`src/sv/mcsdft_pkg.sv`:
```
// Package for the multichannel sliding DFT bin block.
// Holds widths, payload types and the coefficient table; no dependencies.
package mcsdft_pkg;

  localparam int WIN_LEN      = 32;
  localparam int POS_W        = $clog2(WIN_LEN);
  localparam int MAX_CH       = 4;
  localparam int DEF_CHANNELS = 4;
  localparam int SAMPLE_W     = 16;
  localparam int COEF_W       = 16;
  localparam int TERM_W       = SAMPLE_W + COEF_W;
  localparam int DELTA_W      = TERM_W + 1;
  localparam int SUM_W        = 36;
  localparam int MAG_W        = SUM_W + 1;
  localparam int BIN_W        = 5;

  typedef logic        [BIN_W-1:0]    bin_t;
  typedef logic        [POS_W-1:0]    pos_t;
  typedef logic signed [SAMPLE_W-1:0] sample_t;
  typedef logic signed [COEF_W-1:0]   coef_t;
  typedef logic signed [TERM_W-1:0]   term_t;
  typedef logic signed [DELTA_W-1:0]  delta_t;
  typedef logic signed [SUM_W-1:0]    sum_t;
  typedef logic        [MAG_W-1:0]    mag_t;

  localparam bin_t BIN_RESET = 5'd4;

  typedef struct packed {
    sample_t sample_ch0;
    sample_t sample_ch1;
    sample_t sample_ch2;
    sample_t sample_ch3;
    logic    clear;
  } in_item_t;

  typedef struct packed {
    sum_t real_ch0;
    sum_t imag_ch0;
    mag_t mag_ch0;
    sum_t real_ch1;
    sum_t imag_ch1;
    mag_t mag_ch1;
    sum_t real_ch2;
    sum_t imag_ch2;
    mag_t mag_ch2;
    sum_t real_ch3;
    sum_t imag_ch3;
    mag_t mag_ch3;
  } out_item_t;

  typedef struct packed {
    logic valid;
    logic clear;
  } stage_ctl_t;

  typedef struct packed {
    delta_t re;
    delta_t im;
  } cdelta_t;

  typedef cdelta_t cdelta_vec_t [MAX_CH];

  // trunc(32767 * cos(j * pi / 16)), j = 0..8
  function automatic coef_t coef_mag(input logic [3:0] j);
    case (j)
      4'd0:    return 16'sd32767;
      4'd1:    return 16'sd32137;
      4'd2:    return 16'sd30272;
      4'd3:    return 16'sd27244;
      4'd4:    return 16'sd23169;
      4'd5:    return 16'sd18204;
      4'd6:    return 16'sd12539;
      4'd7:    return 16'sd6392;
      default: return 16'sd0;
    endcase
  endfunction

  // Real coefficient: A * cos(2*pi*m/WIN_LEN), folded by quadrant
  function automatic coef_t coef_re(input pos_t m);
    logic [3:0] r;
    logic [3:0] rr;
    r  = {1'b0, m[2:0]};
    rr = 4'd8 - r;
    case (m[4:3])
      2'd0:    return coef_mag(r);
      2'd1:    return -coef_mag(rr);
      2'd2:    return -coef_mag(r);
      default: return coef_mag(rr);
    endcase
  endfunction

  // Imaginary coefficient: -A * sin(2*pi*m/WIN_LEN)
  function automatic coef_t coef_im(input pos_t m);
    logic [3:0] r;
    logic [3:0] rr;
    r  = {1'b0, m[2:0]};
    rr = 4'd8 - r;
    case (m[4:3])
      2'd0:    return -coef_mag(rr);
      2'd1:    return -coef_mag(r);
      2'd2:    return coef_mag(rr);
      default: return coef_mag(r);
    endcase
  endfunction

endpackage

```
`src/sv/mcsdft_accum.sv`:
```
// Running sums per channel and the registered result stage with L1 magnitude.
// Depends on mcsdft_pkg.
module mcsdft_accum (
  input  logic                    clk,
  input  logic                    rst_n,
  input  mcsdft_pkg::stage_ctl_t  s3_ctl,
  input  mcsdft_pkg::cdelta_vec_t s3_delta,
  output logic                    acc_ready,
  output logic                    out_valid,
  input  logic                    out_ready,
  output mcsdft_pkg::out_item_t   out_data
);
  import mcsdft_pkg::*;

  sum_t      sum_re_r [MAX_CH];
  sum_t      sum_im_r [MAX_CH];
  logic      v4_r, out_valid_r;
  logic      move3, move4, move_out;
  out_item_t out_data_r, out_nxt;

  logic [SUM_W-1:0] abs_re [MAX_CH];
  logic [SUM_W-1:0] abs_im [MAX_CH];
  mag_t             mag    [MAX_CH];

  assign move_out  = out_valid_r && out_ready;
  assign move4     = v4_r && (!out_valid_r || move_out);
  assign acc_ready = !v4_r || move4;
  assign move3     = s3_ctl.valid && acc_ready;

  always_ff @(posedge clk) begin
    if (!rst_n) begin
      v4_r        <= 1'b0;
      out_valid_r <= 1'b0;
      for (int ch = 0; ch < MAX_CH; ch++) begin
        sum_re_r[ch] <= '0;
        sum_im_r[ch] <= '0;
      end
    end else begin
      v4_r        <= move3 ? 1'b1 : (move4 ? 1'b0 : v4_r);
      out_valid_r <= move4 ? 1'b1 : (move_out ? 1'b0 : out_valid_r);
      if (move3) begin
        for (int ch = 0; ch < MAX_CH; ch++) begin
          if (s3_ctl.clear) begin
            sum_re_r[ch] <= '0;
            sum_im_r[ch] <= '0;
          end else begin
            sum_re_r[ch] <= sum_re_r[ch] + SUM_W'(s3_delta[ch].re);
            sum_im_r[ch] <= sum_im_r[ch] + SUM_W'(s3_delta[ch].im);
          end
        end
      end
    end
  end

  for (genvar ch = 0; ch < MAX_CH; ch++) begin : g_mag
    assign abs_re[ch] = sum_re_r[ch][SUM_W-1] ? $unsigned(-sum_re_r[ch])
                                              : $unsigned(sum_re_r[ch]);
    assign abs_im[ch] = sum_im_r[ch][SUM_W-1] ? $unsigned(-sum_im_r[ch])
                                              : $unsigned(sum_im_r[ch]);
    assign mag[ch]    = MAG_W'(abs_re[ch]) + MAG_W'(abs_im[ch]);
  end

  always_comb begin
    out_nxt          = '0;
    out_nxt.real_ch0 = sum_re_r[0];
    out_nxt.imag_ch0 = sum_im_r[0];
    out_nxt.mag_ch0  = mag[0];
    out_nxt.real_ch1 = sum_re_r[1];
    out_nxt.imag_ch1 = sum_im_r[1];
    out_nxt.mag_ch1  = mag[1];
    out_nxt.real_ch2 = sum_re_r[2];
    out_nxt.imag_ch2 = sum_im_r[2];
    out_nxt.mag_ch2  = mag[2];
    out_nxt.real_ch3 = sum_re_r[3];
    out_nxt.imag_ch3 = sum_im_r[3];
    out_nxt.mag_ch3  = mag[3];
  end

  always_ff @(posedge clk) begin
    if (move4) begin
      out_data_r <= out_nxt;
    end
  end

  assign out_valid = out_valid_r;
  assign out_data  = out_data_r;

  a_sum_hold: assert property (@(posedge clk) disable iff (!rst_n)
    !move3 |=> sum_re_r[0] == $past(sum_re_r[0]) && sum_im_r[0] == $past(sum_im_r[0]))
    else $error("running sum changed without an incoming transaction");

endmodule

```
`config.mk`:
```
export PLATFORM = sky130hd
export DESIGN_NAME = mcsdft_accum
export DESIGN_NICKNAME = d
export VERILOG_FILES = /design/src/sv/mcsdft_pkg.sv /design/src/sv/mcsdft_accum.sv
export SDC_FILE = /design/constraint.sdc
export NUM_CORES = 2
export LEC_CHECK = 0
export ABC_AREA = 1
export ABC_CLOCK_PERIOD_IN_PS = 67500
export BUFFER_PORTS_ARGS = -buffer_cell sky130_fd_sc_hd__buf_2
export CORE_MARGIN = 2
export CORE_UTILIZATION = 35
export CTS_CLUSTER_DIAMETER = 100
export CTS_CLUSTER_SIZE = 28
export DETAILED_ROUTE_END_ITERATION = 8
export PLACE_DENSITY = 0.64
export SYNTH_ARGS = -nofsm -noshare
export SYNTH_HDL_FRONTEND = slang
export SYNTH_SLANG_ARGS = --single-unit
```
`constraint.sdc`:
```
create_clock -name clk -period 67.5 [get_ports clk]
set_input_delay 16.875 -clock clk [delete_from_list [all_inputs] [get_ports clk]]
set_output_delay 16.875 -clock clk [all_outputs]
set_load 0.03 [all_outputs]
```
==> metrics.cfg <==
[grt]
gr-usage-met2 = 0.4120
grt_util_met1 = 0.3246
antenna_found_initial = 12
grt_pass1_wl_um = 331300
top_usage_layer = met2
grt_usage = 0.2515
grt_max_degree = 172
grt_pass1_vias = 53430
grt_overflow = 0
use_met3 = 0.02593

[floorplanning]
rows = 151
dieWidth_um = 416.2
dieArea_um2 = 173200
start_util = 0.3516
core-area_um2 = 169100
io_pins = 707
die_height_um = 416.2

[yosys]
yosys.cell_types.count = 51
ys_ff_latch = 726
synth_top_flop_cell = edfxtp_1
syn-cell-area_um2 = 59460
async_reset_ff_frac = 0
synth_edf_count = 724
synth_nets = 9066
synth_area_per_cell_um2 = 7.118
yosysWarnings = 0
seq_area_frac_synth = 0.3663
netlist_instances = 8353

[job]
timing.max_cap.violations = 0

[cells_and_area]
areaGrowthSynthToFinish_pct = 13.50
layout_commonest_cell = nand2_1
layout.nets = 9781
final_cells = 11330
final_cell_mix = nand2_1, inv_1, nor2_1
fin_util = 0.3991
drive_gt1_frac = 0.09897

[critical_path]
path_max_fanout = 3
worstPathArrival_ps = 17450
endpoint_kind = output pin
cp-start-kind = input pin
criticalPathCategory = input pin to output pin
cp.required_ps = 50620

[clock_network]
cts_buffers = 46
post_cts_resized = 0
clock_latency_ps = 710
cts_setup_buffers = 0
h-tree-depth = 2
cts_hold_buf = 0
clk_path_buf_depth = 3
cts_root_buf = clkbuf_16
clkSlewWorstSetupHoldPaths_ps = 80
cts_tree = yes
clock_sinks = 726

[place]
gp_congestion = 1.007
place_inst = 11240
post-dp-hpwl_um = 186600
pre_cts_slack_ps = 33180
port_buffers = 706

[outcome]
outcome = complete, no violations

[sta]
relSlewSlack = 0.2658
fmax_mhz = 29.14
min_period_over_period = 0.5085
period_needed_ps = 34320
rsz0062_at_grt = false
setup_violations = 0
setup_slack_ps = 33180
hold_viol = 0
setup_tns_ps = 0
fin_skew_ps = 36.97
tightest_slew_ps = 1101
slew_viol_final = 0

[power_and_ir_drop]
power_density_nw_per_um2 = 23.15
leakagePower_nw = 33.18
peakVddDrop_v = 0.00001918
power_w = 0.001562

[routing]
wl_per_cell_um = 20.03
drt-vias-per-instance = 5.103
drt_first_iter_violations = 5058
drt_pre_antenna_iters = 6
ant_nets = 0
via_count = 57820
drc = 0
totalWireLength_um = 227000

[hold_path]
min-delay-path-class = flop to flop

[critical path, cell delays in order]
cell and delay, ps:
buf_2 100, inv_1 130, nand3_2 130, buf_2 210
[cell usage after synthesis (2+ instances only)]
cell type / instances / area (um2)
or2_2: 13 / 81.33
buf_1: 7 / 26.28
nor3_2: 6 / 60.06
nand4_1: 75 / 469.2
a21boi_0: 8 / 60.06
clkinv_1: 2 / 7.510
o31ai_1: 7 / 52.55
ha_1: 432 / 5405
xor2_1: 241 / 2111
xnor2_1: 78 / 683.2
a21oi_1: 699 / 3498
edfxtp_1: 724 / 21740
fa_1: 12 / 240.2
a21o_1: 19 / 142.6
nand3b_1: 16 / 120.1
a31oi_1: 19 / 118.9
o21a_1: 61 / 457.9
o311ai_0: 3 / 26.28
nor3_1: 97 / 485.5
buf_4: 12 / 90.09
nand2_1: 2450 / 9196
nand3_1: 480 / 2402
clkbuf_1: 18 / 67.56
nor2_4: 3 / 33.78
nor2_1: 1144 / 4294
o21ai_0: 331 / 1657
dfxtp_1: 2 / 40.04
inv_2: 4 / 15.01
nor2_2: 15 / 93.84
nor3_4: 6 / 97.59
buf_2: 23 / 115.1
o21ai_1: 33 / 165.2
and3_1: 2 / 12.51
nand2_2: 10 / 62.56
nand3_2: 9 / 90.09
inv_1: 1199 / 4501
o21ai_2: 17 / 148.9
o21bai_1: 49 / 367.9
o41ai_1: 3 / 26.28
nor4_1: 13 / 81.33
[report_power, final]
part | switching (W) | internal, W | total (W) | leakage (nW)
Combinational | 0.000426 | 0.000181 | 0.000606 | 24.9
Sequential | 0.0000443 | 0.000553 | 0.000598 | 7.38
Clock | 0.000203 | 0.000155 | 0.000358 | 0.855
[cells by family (layout without fill, tap and decap cells)]
family                     after synthesis  count (layout)  share of synthesized area
and+or+nand+nor                       4344            4344                     0.2966
buffers and inverters                 1265            2016                    0.08110
AOI/OAI and AO/OA                     1255            1255                     0.1140
other                                    0               9                          0
DFF                                    726             726                     0.3663
xor gates and xnor gates               319             319                    0.04699
adders and majority gates              444             444                    0.09495
[final cells by class]
cell class,instances,area [um2]
Clock buffer,51,1234
Sequential cell,726,21780
Multi-Input combinational cell,6362,32880
Clock inverter,33,548.0
Timing Repair Buffer,727,3716
Tap cell,2218,2775
Inverter,1205,4524
Antenna cell,9,22.52
Fill cell,17650,101600
[stage by stage]
| step | cell area [um2] | hold slack, ps |
|---|---|---|
| 2_1_floorplan | 59460 | 420.6 |
| 3_3_place_gp | 65680 | 483.7 |
| 3_5_place_dp | 65680 | 486.0 |
| 4_1_cts | 67460 | 516.7 |
| 5_1_grt | 67470 | 535.1 |
| 6_report | 67480 | 514.6 |
[routing by layer]
| layer | routed length (um) | vias up | part of all wire |
|---|---|---|---|
| met5 | 36 | - | 0.00016 |
| met4 | 14020 | 6 | 0.062 |
| met3 | 12480 | 375 | 0.055 |
| met2 | 104000 | 1894 | 0.46 |
| met1 | 96440 | 26740 | 0.42 |
| li1 | - | 28810 | - |
[registers in the layout, summed over array words and instances (netlist names)]
name / flops
sum_re_r: 144
out_data: 436
out_valid: 1
v4_r: 1
sum_im_r: 144
[worst paths after layout]
kind              cells past startpoint  slack (ps)       endpoint           start
hold reg to reg                       0         510   out_data[74]  sum_re_r[3][1]
hold / removal                        0         510   out_data[74]  sum_re_r[3][1]
setup / recovery                      4       33180      acc_ready       out_ready
setup reg to reg                     17       63390  out_data[243]  sum_re_r[1][1]
Note: power is estimated with default switching activity, not from simulation.
